`src/rtl/tcp_pkg.sv`:
```
package tcp_pkg;

  localparam int OFFSET_BITS = 16;
  localparam logic [16:0] OFF_MAX = 17'((1 << OFFSET_BITS) - 1);

  localparam logic [4:0] PH_IDLE          = 5'd0;
  localparam logic [4:0] PH_DONE          = 5'd1;
  localparam logic [4:0] PH_HDR           = 5'd2;
  localparam logic [4:0] PH_SID_LEN       = 5'd3;
  localparam logic [4:0] PH_CS_HI         = 5'd4;
  localparam logic [4:0] PH_CS_LO         = 5'd5;
  localparam logic [4:0] PH_COMP_LEN      = 5'd6;
  localparam logic [4:0] PH_EXTS_HI       = 5'd7;
  localparam logic [4:0] PH_EXTS_LO       = 5'd8;
  localparam logic [4:0] PH_EXT_T_HI      = 5'd9;
  localparam logic [4:0] PH_EXT_T_LO      = 5'd10;
  localparam logic [4:0] PH_EXT_L_HI      = 5'd11;
  localparam logic [4:0] PH_EXT_L_LO      = 5'd12;
  localparam logic [4:0] PH_SNI_HI        = 5'd13;
  localparam logic [4:0] PH_SNI_LO        = 5'd14;
  localparam logic [4:0] PH_NAME_TYPE     = 5'd15;
  localparam logic [4:0] PH_NLEN_HI_HOST  = 5'd16;
  localparam logic [4:0] PH_NLEN_HI_OTHER = 5'd17;
  localparam logic [4:0] PH_NLEN_LO_HOST  = 5'd18;
  localparam logic [4:0] PH_NLEN_LO_OTHER = 5'd19;
  localparam logic [4:0] PH_NAME_FIRST    = 5'd20;
  localparam logic [4:0] PH_NAME_REST     = 5'd21;
  localparam logic [4:0] PH_ALPN_HI       = 5'd22;
  localparam logic [4:0] PH_ALPN_LO       = 5'd23;
  localparam logic [4:0] PH_PROTO_LEN     = 5'd24;
  localparam logic [4:0] PH_PROTO_FIRST   = 5'd25;
  localparam logic [4:0] PH_PROTO_REST    = 5'd26;

  localparam logic [2:0] KIND_NONE       = 3'd0;
  localparam logic [2:0] KIND_HOST       = 3'd1;
  localparam logic [2:0] KIND_ALPN       = 3'd2;
  localparam logic [2:0] KIND_ALPN_EMPTY = 3'd3;
  localparam logic [2:0] KIND_ALPN_CLEAR = 3'd4;

  typedef struct packed {
    logic [2:0] kind;
    logic [7:0] out_byte;
    logic       entry_start;
    logic       entry_end;
    logic       hostname_valid;
    logic       malformed;
  } tcp_res_t;

  function automatic logic [7:0] lower_latin1(input logic [7:0] c);
    if (c >= 8'h41 && c <= 8'h5A) return c + 8'h20;
    if (c >= 8'hC0 && c <= 8'hDE && c != 8'hD7) return c + 8'h20;
    return c;
  endfunction

  function automatic logic host_char_ok(input logic [7:0] c);
    return (c >= 8'h30 && c <= 8'h39) || (c >= 8'h61 && c <= 8'h7A) ||
           c == 8'h2D || c == 8'h2E || c == 8'hAA || c == 8'hB2 ||
           c == 8'hB3 || c == 8'hB5 || c == 8'hB9 || c == 8'hBA ||
           (c >= 8'hBC && c <= 8'hBE) || (c >= 8'hDF && c != 8'hF7);
  endfunction

endpackage

```
`src/rtl/tls_client_hello_sni_alpn_parser.sv`:
```
// Byte-stream ClientHello parser: one payload byte is taken per cycle and one
// result leaves per byte, in order, after passing the input register and then
// the result register. The parse state advances with simple
// 18- and 25-bit add-and-compare bounds on each byte, so a new byte may follow in
// every cycle; the only stall is a full result register whose result is not
// taken. A byte flagged first_byte restarts the parse at payload offset zero.
module tls_client_hello_sni_alpn_parser import tcp_pkg::*; (
  input  logic        clk,
  input  logic        rst_n,
  input  logic        in_valid,
  output logic        in_ready,
  input  logic [7:0]  in_data_byte,
  input  logic [15:0] in_payload_length,
  input  logic        in_first_byte,
  output logic        out_valid,
  input  logic        out_ready,
  output logic [2:0]  out_kind,
  output logic [7:0]  out_out_byte,
  output logic        out_entry_start,
  output logic        out_entry_end,
  output logic        out_hostname_valid,
  output logic        out_malformed
);

  // input stage
  logic        iv_r;
  logic [7:0]  b_r;
  logic [15:0] plen_r;
  logic        first_r;
  // result stage
  logic        ov_r;
  tcp_res_t    res_r, res;

  logic adv;      // input register moves into result register
  assign adv = iv_r && (!ov_r || out_ready);
  assign in_ready = !iv_r || adv;

  // parse state
  logic [4:0]  ph_r, ph_nxt;
  logic [15:0] off_r, off_nxt;
  logic [24:0] hs_end_r, hs_end_nxt;
  logic [15:0] exts_end_r, exts_end_nxt, ext_end_r, ext_end_nxt, ext_kind_r, ext_kind_nxt;
  logic [15:0] list_end_r, list_end_nxt, skip_r, skip_nxt, nlen_r, nlen_nxt;
  logic [7:0]  hi_r, hi_nxt;
  logic        dot_r, dot_nxt, cok_r, cok_nxt;

  always_comb begin
    logic [4:0]  ph;
    logic [15:0] pos, len, nl;
    logic [17:0] p1, tgt;
    logic [7:0]  ob;
    logic        mal, do_jump, do_ext;
    logic [4:0]  jph;
    logic [17:0] ext_pos;
    ph_nxt = ph_r; off_nxt = off_r; hs_end_nxt = hs_end_r; exts_end_nxt = exts_end_r;
    ext_end_nxt = ext_end_r; ext_kind_nxt = ext_kind_r; list_end_nxt = list_end_r;
    skip_nxt = skip_r; nlen_nxt = nlen_r; hi_nxt = hi_r; dot_nxt = dot_r; cok_nxt = cok_r;
    res = '0;
    ph = ph_r; pos = off_r; len = {hi_r, b_r}; mal = 1'b0;
    do_jump = 1'b0; do_ext = 1'b0; jph = PH_DONE; tgt = '0; ext_pos = '0;
    ob = lower_latin1(b_r); nl = nlen_r - 16'd1;
    if (first_r) begin
      hs_end_nxt = '0; exts_end_nxt = '0; ext_end_nxt = '0; ext_kind_nxt = '0;
      list_end_nxt = '0; skip_nxt = '0; nlen_nxt = '0; hi_nxt = '0;
      dot_nxt = 1'b0; cok_nxt = 1'b1;
      ph = PH_HDR; pos = '0;
    end else begin
      pos = off_r + 16'd1;
      pos = pos & 16'(OFF_MAX);
    end
    p1 = {2'b0, pos} + 18'd1;
    if (first_r || (ph_r != PH_IDLE && ph_r != PH_DONE)) begin
      off_nxt = pos;
      ph_nxt = ph;
      if (!first_r && skip_r != 16'd0) begin
        skip_nxt = skip_r - 16'd1;
      end else begin
        case (ph)
          PH_HDR: begin
            if (pos == 16'd0) begin
              if (plen_r < 16'd43 || {1'b0, plen_r} > OFF_MAX || b_r != 8'h16) mal = 1'b1;
            end else if (pos == 16'd3) hi_nxt = b_r;
            else if (pos == 16'd4) begin
              if ({1'b0, len} + 17'd5 > {1'b0, plen_r}) mal = 1'b1;
            end else if (pos == 16'd5) begin
              if (b_r != 8'h01) mal = 1'b1;
            end else if (pos == 16'd6) hs_end_nxt = {17'd0, b_r};
            else if (pos == 16'd7) hs_end_nxt = {9'd0, hs_end_r[7:0], b_r};
            else if (pos == 16'd8) begin
              hs_end_nxt = 25'd9 + {1'b0, hs_end_r[15:0], b_r};
              if (hs_end_nxt > {9'd0, plen_r} || hs_end_nxt < 25'd44) mal = 1'b1;
              else begin do_jump = 1'b1; tgt = 18'd43; jph = PH_SID_LEN; end
            end
          end
          PH_SID_LEN: begin
            if ({7'd0, p1} + 25'(b_r) + 25'd2 > hs_end_r) mal = 1'b1;
            else begin do_jump = 1'b1; tgt = p1 + 18'(b_r); jph = PH_CS_HI; end
          end
          PH_CS_HI: begin hi_nxt = b_r; ph_nxt = PH_CS_LO; end
          PH_CS_LO: begin
            if ({7'd0, p1} + 25'(len) + 25'd1 > hs_end_r) mal = 1'b1;
            else begin do_jump = 1'b1; tgt = p1 + 18'(len); jph = PH_COMP_LEN; end
          end
          PH_COMP_LEN: begin
            if ({7'd0, p1} + 25'(b_r) + 25'd2 > hs_end_r) mal = 1'b1;
            else begin do_jump = 1'b1; tgt = p1 + 18'(b_r); jph = PH_EXTS_HI; end
          end
          PH_EXTS_HI: begin hi_nxt = b_r; ph_nxt = PH_EXTS_LO; end
          PH_EXTS_LO: begin
            if ({7'd0, p1} + 25'(len) > hs_end_r) mal = 1'b1;
            else begin
              exts_end_nxt = 16'(p1 + 18'(len));
              do_ext = 1'b1; ext_pos = p1;
            end
          end
          PH_EXT_T_HI, PH_EXT_L_HI, PH_SNI_HI, PH_ALPN_HI: begin
            hi_nxt = b_r; ph_nxt = ph + 5'd1;
          end
          PH_NLEN_HI_HOST, PH_NLEN_HI_OTHER: begin
            hi_nxt = b_r; ph_nxt = ph + 5'd2;
          end
          PH_EXT_T_LO: begin ext_kind_nxt = len; ph_nxt = PH_EXT_L_HI; end
          PH_EXT_L_LO: begin
            if (p1 + 18'(len) > {2'b0, exts_end_r}) mal = 1'b1;
            else begin
              ext_end_nxt = 16'(p1 + 18'(len));
              if (ext_kind_r == 16'd0 && len >= 16'd5) ph_nxt = PH_SNI_HI;
              else if (ext_kind_r == 16'd16 && len >= 16'd3) ph_nxt = PH_ALPN_HI;
              else begin do_ext = 1'b1; ext_pos = {2'b0, ext_end_nxt}; end
            end
          end
          PH_SNI_LO: begin
            if (p1 + 18'(len) > {2'b0, ext_end_r}) mal = 1'b1;
            else begin
              list_end_nxt = 16'(p1 + 18'(len));
              if (p1 + 18'd3 <= {2'b0, list_end_nxt}) begin
                do_jump = 1'b1; tgt = p1; jph = PH_NAME_TYPE;
              end else begin do_ext = 1'b1; ext_pos = {2'b0, ext_end_r}; end
            end
          end
          PH_NAME_TYPE: ph_nxt = (b_r == 8'd0) ? PH_NLEN_HI_HOST : PH_NLEN_HI_OTHER;
          PH_NLEN_LO_HOST, PH_NLEN_LO_OTHER: begin
            if (p1 + 18'(len) > {2'b0, list_end_r}) mal = 1'b1;
            else if (ph == PH_NLEN_LO_HOST && len != 16'd0) begin
              nlen_nxt = len; dot_nxt = 1'b0;
              cok_nxt = (len >= 16'd3 && len <= 16'd253);
              ph_nxt = PH_NAME_FIRST;
            end else if (p1 + 18'(len) + 18'd3 <= {2'b0, list_end_r}) begin
              do_jump = 1'b1; tgt = p1 + 18'(len); jph = PH_NAME_TYPE;
            end else begin do_ext = 1'b1; ext_pos = {2'b0, ext_end_r}; end
          end
          PH_NAME_FIRST, PH_NAME_REST: begin
            res.kind = KIND_HOST; res.out_byte = ob;
            res.entry_start = (ph == PH_NAME_FIRST);
            if (ob == 8'h2E) dot_nxt = 1'b1;
            if (!host_char_ok(ob)) cok_nxt = 1'b0;
            nlen_nxt = nl;
            if (nl == 16'd0) begin
              res.entry_end = 1'b1;
              res.hostname_valid = cok_nxt & dot_nxt;
              if (p1 + 18'd3 <= {2'b0, list_end_r}) begin
                do_jump = 1'b1; tgt = p1; jph = PH_NAME_TYPE;
              end else begin do_ext = 1'b1; ext_pos = {2'b0, ext_end_r}; end
            end else ph_nxt = PH_NAME_REST;
          end
          PH_ALPN_LO: begin
            if (p1 + 18'(len) > {2'b0, ext_end_r}) begin
              do_ext = 1'b1; ext_pos = {2'b0, ext_end_r};
            end else begin
              list_end_nxt = 16'(p1 + 18'(len));
              res.kind = KIND_ALPN_CLEAR;
              if (p1 + 18'd1 <= {2'b0, list_end_nxt}) begin
                do_jump = 1'b1; tgt = p1; jph = PH_PROTO_LEN;
              end else begin do_ext = 1'b1; ext_pos = {2'b0, ext_end_r}; end
            end
          end
          PH_PROTO_LEN: begin
            if (p1 + 18'(b_r) > {2'b0, list_end_r}) begin
              do_ext = 1'b1; ext_pos = {2'b0, ext_end_r};
            end else if (b_r == 8'd0) begin
              res.kind = KIND_ALPN_EMPTY; res.entry_start = 1'b1; res.entry_end = 1'b1;
              if (p1 + 18'd1 <= {2'b0, list_end_r}) begin
                do_jump = 1'b1; tgt = p1; jph = PH_PROTO_LEN;
              end else begin do_ext = 1'b1; ext_pos = {2'b0, ext_end_r}; end
            end else begin
              nlen_nxt = {8'd0, b_r}; ph_nxt = PH_PROTO_FIRST;
            end
          end
          PH_PROTO_FIRST, PH_PROTO_REST: begin
            res.kind = KIND_ALPN; res.out_byte = b_r;
            res.entry_start = (ph == PH_PROTO_FIRST);
            nlen_nxt = nl;
            if (nl == 16'd0) begin
              res.entry_end = 1'b1;
              if (p1 + 18'd1 <= {2'b0, list_end_r}) begin
                do_jump = 1'b1; tgt = p1; jph = PH_PROTO_LEN;
              end else begin do_ext = 1'b1; ext_pos = {2'b0, ext_end_r}; end
            end else ph_nxt = PH_PROTO_REST;
          end
          default: ph_nxt = PH_DONE;
        endcase
        // extension walk: next header must fit inside the extensions block
        if (do_ext) begin
          if (ext_pos + 18'd4 > {2'b0, exts_end_nxt}) ph_nxt = PH_DONE;
          else begin do_jump = 1'b1; tgt = ext_pos; jph = PH_EXT_T_HI; end
        end
        if (do_jump && !(do_ext && ext_pos + 18'd4 > {2'b0, exts_end_nxt})) begin
          ph_nxt = jph;
          skip_nxt = 16'(tgt - p1);
        end
        if (mal) ph_nxt = PH_DONE;
      end
    end
    res.malformed = mal;
  end

  always_ff @(posedge clk) begin
    if (!rst_n) begin
      iv_r <= 1'b0; ov_r <= 1'b0;
      ph_r <= PH_IDLE; off_r <= '0; hs_end_r <= '0; exts_end_r <= '0; ext_end_r <= '0;
      ext_kind_r <= '0; list_end_r <= '0; skip_r <= '0; nlen_r <= '0; hi_r <= '0;
      dot_r <= 1'b0; cok_r <= 1'b1;
    end else begin
      if (in_ready) iv_r <= in_valid;
      if (adv) ov_r <= 1'b1;
      else if (out_ready) ov_r <= 1'b0;
      if (adv) begin
        ph_r <= ph_nxt; off_r <= off_nxt; hs_end_r <= hs_end_nxt;
        exts_end_r <= exts_end_nxt; ext_end_r <= ext_end_nxt; ext_kind_r <= ext_kind_nxt;
        list_end_r <= list_end_nxt; skip_r <= skip_nxt; nlen_r <= nlen_nxt;
        hi_r <= hi_nxt; dot_r <= dot_nxt; cok_r <= cok_nxt;
      end
    end
  end

  // payload registers: hold until moved on
  always_ff @(posedge clk) begin
    if (in_ready && in_valid) begin
      b_r <= in_data_byte; plen_r <= in_payload_length; first_r <= in_first_byte;
    end
    if (adv) res_r <= res;
  end

  assign out_valid          = ov_r;
  assign out_kind           = res_r.kind;
  assign out_out_byte       = res_r.out_byte;
  assign out_entry_start    = res_r.entry_start;
  assign out_entry_end      = res_r.entry_end;
  assign out_hostname_valid = res_r.hostname_valid;
  assign out_malformed      = res_r.malformed;

endmodule
```
`config.mk`:
```
export PLATFORM = sky130hd
export DESIGN_NAME = tls_client_hello_sni_alpn_parser
export DESIGN_NICKNAME = d
export VERILOG_FILES = /design/src/rtl/tcp_pkg.sv /design/src/rtl/tls_client_hello_sni_alpn_parser.sv
export SDC_FILE = /design/constraint.sdc
export NUM_CORES = 1
export LEC_CHECK = 0
export BUFFER_PORTS_ARGS = -buffer_cell sky130_fd_sc_hd__buf_2
export CAP_MARGIN = 10
export CORE_MARGIN = 1.5
export CORE_UTILIZATION = 45
export CTS_CLUSTER_DIAMETER = 100
export DETAILED_ROUTE_END_ITERATION = 8
export GPL_TIMING_DRIVEN = 0
export PLACE_DENSITY = 0.73
export SETUP_SLACK_MARGIN = 0.02
export SLEW_MARGIN = 0
export SYNTH_ARGS = -nofsm -noshare
export SYNTH_HDL_FRONTEND = slang
export SYNTH_SLANG_ARGS = --single-unit
```
`constraint.sdc`:
```
create_clock -name clk -period 13 [get_ports clk]
set_input_delay 1.95 -clock clk [delete_from_list [all_inputs] [get_ports clk]]
set_output_delay 1.95 -clock clk [all_outputs]
set_load 0.01 [all_outputs]
```
==> results of run 1 <==
## flip-flops by register name, indices dropped and copies added (netlist names), 3 cells and up
| signal | count |
|---|---|
| nlen_r | 16 |
| hs_end_r | 25 |
| exts_end_r | 16 |
| b_r | 8 |
| ext_kind_r | 16 |
| off_r | 16 |
| out_kind | 3 |
| ph_r | 5 |
| skip_r | 16 |
| out_out_byte | 8 |
| hi_r | 8 |
| list_end_r | 16 |
| plen_r | 16 |
| ext_end_r | 16 |
## final cells by class
type	count	area (um2)	area share, %
antenna	2	5.00	0.0188
clock buffer	17	425	1.60
sequential	194	4290	16.1
buffer	132	648	2.43
timing repair buffer	185	1420	5.33
tap	664	831	3.12
multi-input combinational	2403	18000	67.7
clock inverter	15	235	0.883
inverter	193	747	2.80
## synth_stat cells (45+ instances only)
master    count  area share, %
nor2_1      301            5.1
nor3_1       83            1.9
a22oi_1      92            3.1
inv_1       182            3.1
clkbuf_1    107            1.8
dfxtp_1     154             14
ha_1        301             17
nor4_1       45            1.3
a21oi_1     223            5.0
nand4_1      70            2.0
xnor2_1     145            5.7
nand2_1     217            3.7
a21o_1       65            2.2
nand3_1      86            1.9
o21ai_0     148            3.3
## critical path: cells and delay by family, from the launching register on
family,cells,cell delay [ps]
XOR/XNOR,2,460
buffers and inverters,11,1670
AND/OR/NAND/NOR,16,3390
flip-flops,1,430
adder cells (fa/ha/maj),5,1310
multiplexers,3,790
AO/OA/AOI/OAI,27,4660
## per-layer routing
metal | part of all wire (%) | GRT usage (%) | wire [um] | up-vias
met3 | 12 | 9.57 | 11900 | 458
met2 | 41 | 53.4 | 39500 | 1701
met4 | 7.7 | 25.5 | 7390 | 4
met5 | 0.028 | 0 | 27 | -
li1 | - | - | - | 11200
met1 | 39 | 47.9 | 37500 | 11600
## where the power goes
part           internal (mW)  switching, mW  total [mW]
combinational          0.175          0.309       0.485
clock                  0.288          0.319       0.607
sequential             0.628         0.0134       0.642
total                   1.09          0.642        1.73
## per-stage QoR
step,hold slack [ps],util [%],std cells,TNS [ps]
floorplan,432,-,2928,0
global placement,444,47.9,3637,-69290
detailed placement,453,48.2,3647,-69380
CTS,467,52.4,3749,0
global route,474,54.5,3803,-791
finish,472,54.5,3805,0
## how the worst min path moves through the flow
| stage | slack (ps) | endpoint |
|---|---|---|
| 2_1_floorplan | 430 | ph_r[1]$_SDFFE_PN0P_ |
| 3_3_place_gp | 440 | ph_r[1]$_SDFFE_PN0P_ |
| 3_5_place_dp | 450 | ph_r[1]$_SDFFE_PN0P_ |
| 4_1_cts | 470 | ph_r[1]$_SDFFE_PN0P_ |
| 5_1_grt | 470 | ph_r[1]$_SDFFE_PN0P_ |
| 6_report | 470 | ph_r[1]$_SDFFE_PN0P_ |
## cells by family after synthesis
logic type                 after synthesis  share of synthesized area (%)
xor gates and xnor gates               187                           7.55
DFF                                    194                           19.2
and+or+nand+nor                       1042                           23.6
adders and majority gates              309                           17.6
other                                    1                         0.0168
AOI/OAI and AO/OA                      834                           24.8
buffers and inverters                  331                           5.79
muxes                                   29                           1.35
## what timing repair did
item / 4_1_cts / 5_1_grt
resized for setup: 163 / 121
setup endpoints to repair: 21 / 9
pin swaps: 45 / 74
buffers inserted: 74 / 56
==> out/results.tsv, run 1 <==
metric	value	unit
Die X	226	um
final worst path period share	99.4	%
Root Driver	clkbuf_16	
I/O pins	46	
GRT Total Usage	37.0	%
Routed WL	96.3	mm
Hold Violations, Final	0	
worst clock skew	21.7	ps
HP Start	ph_r[1]$_SDFFE_PN0P_	
Vias	25000	
Hold WC Path Type	reg2reg	
CTS buffer count	17	
first-pass GRT wire length	140	mm
Cell variety after synth	113	
initial core utilization	45.6	%
vias in the first global route	22600	
drt first pass iters	8	
CP startpoint kind	flop	
Die Area	50900	um2
CP max-delay cell	or4b_4	
Crit Path Max Fanout	13	
CTS Sinks	194	
WHS Path Cells	2	
die height	226	um
FILL cells	4610	
initial antenna violation count	4	
Setup Slack @ Placement	-4940	ps
Peak supply drop	110	uV
status	finished with violations	
drt via density	6.56	
total power	1.73	mW
Final Max Slew Viols	20	
max_cap viols	2	
Worst Path Required	13400	ps
WL/cell	25.3	um
post-synthesis sequential area ratio	19.2	%
gpl congestion	1.05	
Top FF cell, synth	dfxtp_1	
commonest non-fill, non-tap cell in the layout	nor2_1	
Remaining DRCs	0	
CTS H-tree depth	4	
Final Cell Area	26600	um2
hpwl dp	71.1	mm
Hold-fix buffers, CTS	0	
Post-DP Area	23600	um2
leakage power	10.8	nW
worst reg2reg path depth	64	
CTS max path bufs	2	
R2R Setup Slk	80	ps
Synthesis Warnings	0	
nets	3464	
worst skew pair latency	540	ps
Worst setup startpoint	first_r$_DFFE_PP_	
Crit Path Class	reg2reg	
Worst-Margin Slew	1670	ps
GR Overflow Total	0	
endpoints failing setup	0	
Async SR Flop Fraction	0	%
number of antenna-violating nets in the routed design	0	
commonest non-fill, non-tap cells in the layout	296 x nor2_1, 285 x ha_1, 208 x nand2_1	
Area Overhead vs Synth	19.6	%
R2R Path End	skip_r[15]$_SDFFE_PN0P_	
failing checks	max-capacitance violations, max-slew violations	
row cnt	81	
total power divided by cell area	65.0	nW/um2
CTS clock-pin slew for the worst setup and hold paths	90	ps
share of layout cells above drive strength 1	15.0	%
WP data arrival	13320	ps
Post-Syn Area	22300	um2
Post-synth EDFFs	40	
pin count of the biggest net entering global routing	24	
CORE AREA	48800	um2
IO buf count	45	
Tmin final	12920	ps
Critical Path Sink Type	flop	
worst flop-to-flop path startpoint	first_r$_DFFE_PP_	
slowest stage delay, CP	540	ps
TritonCTS clock tree	built	
Yosys reg bits	194	
post-synthesis area per instance	7.61	um2
Slew headroom	-12.1	%
Setup crit end	skip_r[15]$_SDFFE_PN0P_	
worst setup margin	83.6	ps
Initial DRC Count	3102	
Fmax achieved	77.4	MHz
Post-Syn Instances	2927	
(Power assumes the default switching activity.)
==> run 2, diff against run 1 <==
--- a/config.mk
+++ b/config.mk
@@ -5,6 +5,7 @@
 export SDC_FILE = /design/constraint.sdc
 export NUM_CORES = 1
 export LEC_CHECK = 0
+export ABC_AREA = 1
 export BUFFER_PORTS_ARGS = -buffer_cell sky130_fd_sc_hd__buf_2
 export CAP_MARGIN = 10
 export CORE_MARGIN = 1.5
@@ -12,7 +13,7 @@
 export CTS_CLUSTER_DIAMETER = 100
 export DETAILED_ROUTE_END_ITERATION = 8
 export GPL_TIMING_DRIVEN = 0
-export PLACE_DENSITY = 0.73
+export PLACE_DENSITY = 0.68
 export SETUP_SLACK_MARGIN = 0.02
 export SLEW_MARGIN = 0
 export SYNTH_ARGS = -nofsm -noshare
==> run 2 against run 1 <==
The run now ends clean; fmax up 3.5%; critical path depth up 17; clock-buffer cell count unchanged; clock skew up 5.3 ps; synthesized area up 8.5%; cell count up 20%; sequential share of layout area down 0.23 points; via count up 12%; synthesized cell count up 28%; wire length up 14%; largest cell class unchanged; highest routed layer unchanged.
==> out/results.tsv, run 2 <==
metric	value	unit
status	finished, final reports clean	
Remaining DRCs	0	
die height	235	um
R2R Setup Slk	520	ps
Area Overhead vs Synth	11.8	%
Yosys reg bits	194	
max reg flops	25	
commonest non-fill, non-tap cells in the layout	693 x nand2_1, 469 x inv_1, 362 x nor2_1	
CTS max path bufs	2	
worst skew pair latency	530	ps
worst setup margin	521	ps
Critical Path Sink Type	flop	
Reg area	4280	um2
final worst path period share	96.0	%
Synthesis Warnings	0	
Crit Path Class	reg2reg	
Crit Path Max Fanout	10	
number of antenna-violating nets in the routed design	0	
Tmin final	12480	ps
CTS Sinks	194	
Fmax achieved	80.1	MHz
Hold WC Path Type	reg2reg	
crit-path leading delay family	compound AO/OA/AOI/OAI gates	
share of layout cells above drive strength 1	9.86	%
Crit path top cell by count	nand2_1	
vias in the first global route	25300	
WP data arrival	12850	ps
GR Overflow Total	0	
Initial DRC Count	3830	
drt via density	6.11	
Routed WL	110	mm
hpwl dp	85.5	mm
row cnt	84	
Hold Violations, Final	0	
Setup Slack @ Placement	-3890	ps
CTS buffer count	17	
worst clock skew	27.0	ps
Worst Path Required	13370	ps
CP max-delay cell	fa_1	
Final Max Slew Viols	0	
max_cap viols	0	
nets	4211	
first-pass GRT wire length	161	mm
post-synthesis sequential area ratio	17.7	%
Post-synth top cells	708 x nand2_1, 482 x inv_1, 372 x nor2_1, 342 x a21oi_1, 301 x ha_1	
total power divided by cell area	82.6	nW/um2
Post-Syn Instances	3735	
Post-Syn Area	24200	um2
top-area cell type share of the netlist area	15.6	%
endpoints failing setup	0	
initial antenna violation count	1	
CTS H-tree depth	4	
Peak supply drop	113	uV
post-synthesis area per instance	6.47	um2
CP Buf/Inv Count	19	
IO buf count	45	
commonest non-fill, non-tap cell in the layout	nand2_1	
synth top area cells	ha_1 16%, dfxtp_1 13%, nand2_1 11%	
Root Driver	clkbuf_16	
gpl congestion	1.04	
Slew headroom	19.1	%
Die Area	55100	um2
WL/cell	24.1	um
Top FF cell, synth	dfxtp_1	
slowest stage delay, CP	410	ps
GRT Total Usage	39.0	%
CP startpoint kind	flop	
leakage power	11.9	nW
Die X	235	um
CORE AREA	52900	um2
Most flops, register	hs_end_r	
Antenna diodes	0	
drt first pass iters	8	
Cell variety after synth	76	
footprint of the multi-input gates	17900	um2
initial core utilization	45.7	%
FILL cells	5560	
Post-synth EDFFs	40	
pin count of the biggest net entering global routing	26	
CTS clock-pin slew for the worst setup and hold paths	80	ps
TritonCTS clock tree	built	
TNS Setup	0	ps
leading area contributor after synthesis	ha_1	
Worst-Margin Slew	1210	ps
I/O pins	46	
Async SR Flop Fraction	0	%
Hold-fix buffers, CTS	0	
most numerous cell in the Yosys netlist	nand2_1	
Vias	27900	
run 2: cell types whose count changed in the layout (fill, tap and decap cells not counted), moves of 98 or more:
| cell | previous run | this run |
|---|---|---|
| nand2_1 | 208 | 693 |
| a21oi_1 | 205 | 339 |
| inv_1 | 176 | 469 |
| xnor2_1 | 126 | 15 |
| xor2_1 | 30 | 128 |
| nand3_1 | 82 | 184 |
| o21ai_0 | 131 | 270 |
run 2: power breakdown:
| part | internal, mW | leakage, nW | switching [mW] |
|---|---|---|---|
| clock network | 0.263 | 0.300 | 0.315 |
| registers | 0.640 | 1.65 | 0.0322 |
| logic | 0.306 | 9.94 | 0.676 |
run 2: kinds of logic after synthesis:
kind of cell / after synthesis / share of synthesized area, %
AO/OA/AOI/OAI: 876 / 21.0
AND/OR/NAND/NOR: 1576 / 29.3
other: 1 / 0.0155
XOR/XNOR: 148 / 5.50
buffers and inverters: 631 / 10.2
flip-flops: 194 / 17.7
adder cells (fa/ha/maj): 309 / 16.2
run 2: per-layer routing:
layer | vias to the layer above | track usage, % | wire length, um | part of all wire [%]
li1 | 13000 | - | - | -
met1 | 12800 | 51.2 | 44500 | 40
met2 | 1741 | 58.6 | 45900 | 42
met3 | 365 | 7.41 | 12000 | 11
met4 | 2 | 24.8 | 7730 | 7.0
met5 | - | 0 | 12 | 0.011
run 2: per-stage QoR:
| step | power (mW) | util, % | hold slack (ps) | cell area (um2) | cells |
|---|---|---|---|---|---|
| final | 2.23 | 51.1 | 469 | 27000 | 4574 |
| after global routing | 2.34 | 51.1 | 482 | 27000 | 4574 |
| after CTS | 2.16 | 50.0 | 469 | 26400 | 4530 |
| after detailed placement | 1.55 | 47.8 | 456 | 25300 | 4471 |
| after global placement | 1.54 | 47.8 | 454 | 25300 | 4469 |
| after floorplan | 1.25 | - | 444 | 24200 | 3736 |
run 2: cell type report:
cell class	instances	area share (%)
Tap cell	688	3.19
Buffer	118	2.21
Timing Repair Buffer	120	3.00
Inverter	511	7.31
Clock inverter	15	0.746
Multi-Input combinational cell	2911	66.1
Clock buffer	17	1.57
Sequential cell	194	15.9
run 2: worst paths after layout:
kind                               from                         end  cells past startpoint
max                   first_r$_DFFE_PP_     skip_r[15]$_SDFFE_PN0P_                     81
min          exts_end_r[4]$_SDFFE_PN0P_  exts_end_r[4]$_SDFFE_PN0P_                      2
max reg2reg           first_r$_DFFE_PP_     skip_r[15]$_SDFFE_PN0P_                     81
min reg2reg  exts_end_r[4]$_SDFFE_PN0P_  exts_end_r[4]$_SDFFE_PN0P_                      2
run 2: timing repair:
| action | in CTS | in global routing |
|---|---|---|
| setup endpoints to repair | 21 | 8 |
| pin swaps | 8 | 27 |
| setup buffers | 28 | 44 |
| resized for setup | 78 | 67 |
run 2: worst reg2reg max path: cells and delay by family (launching register included):
kind,cells,cell delay [ps]
fa+ha+maj,7,1840
compound gates,25,3750
buf+inv,19,2460
flops,1,380
xor+xnor,4,810
simple gates,26,3110
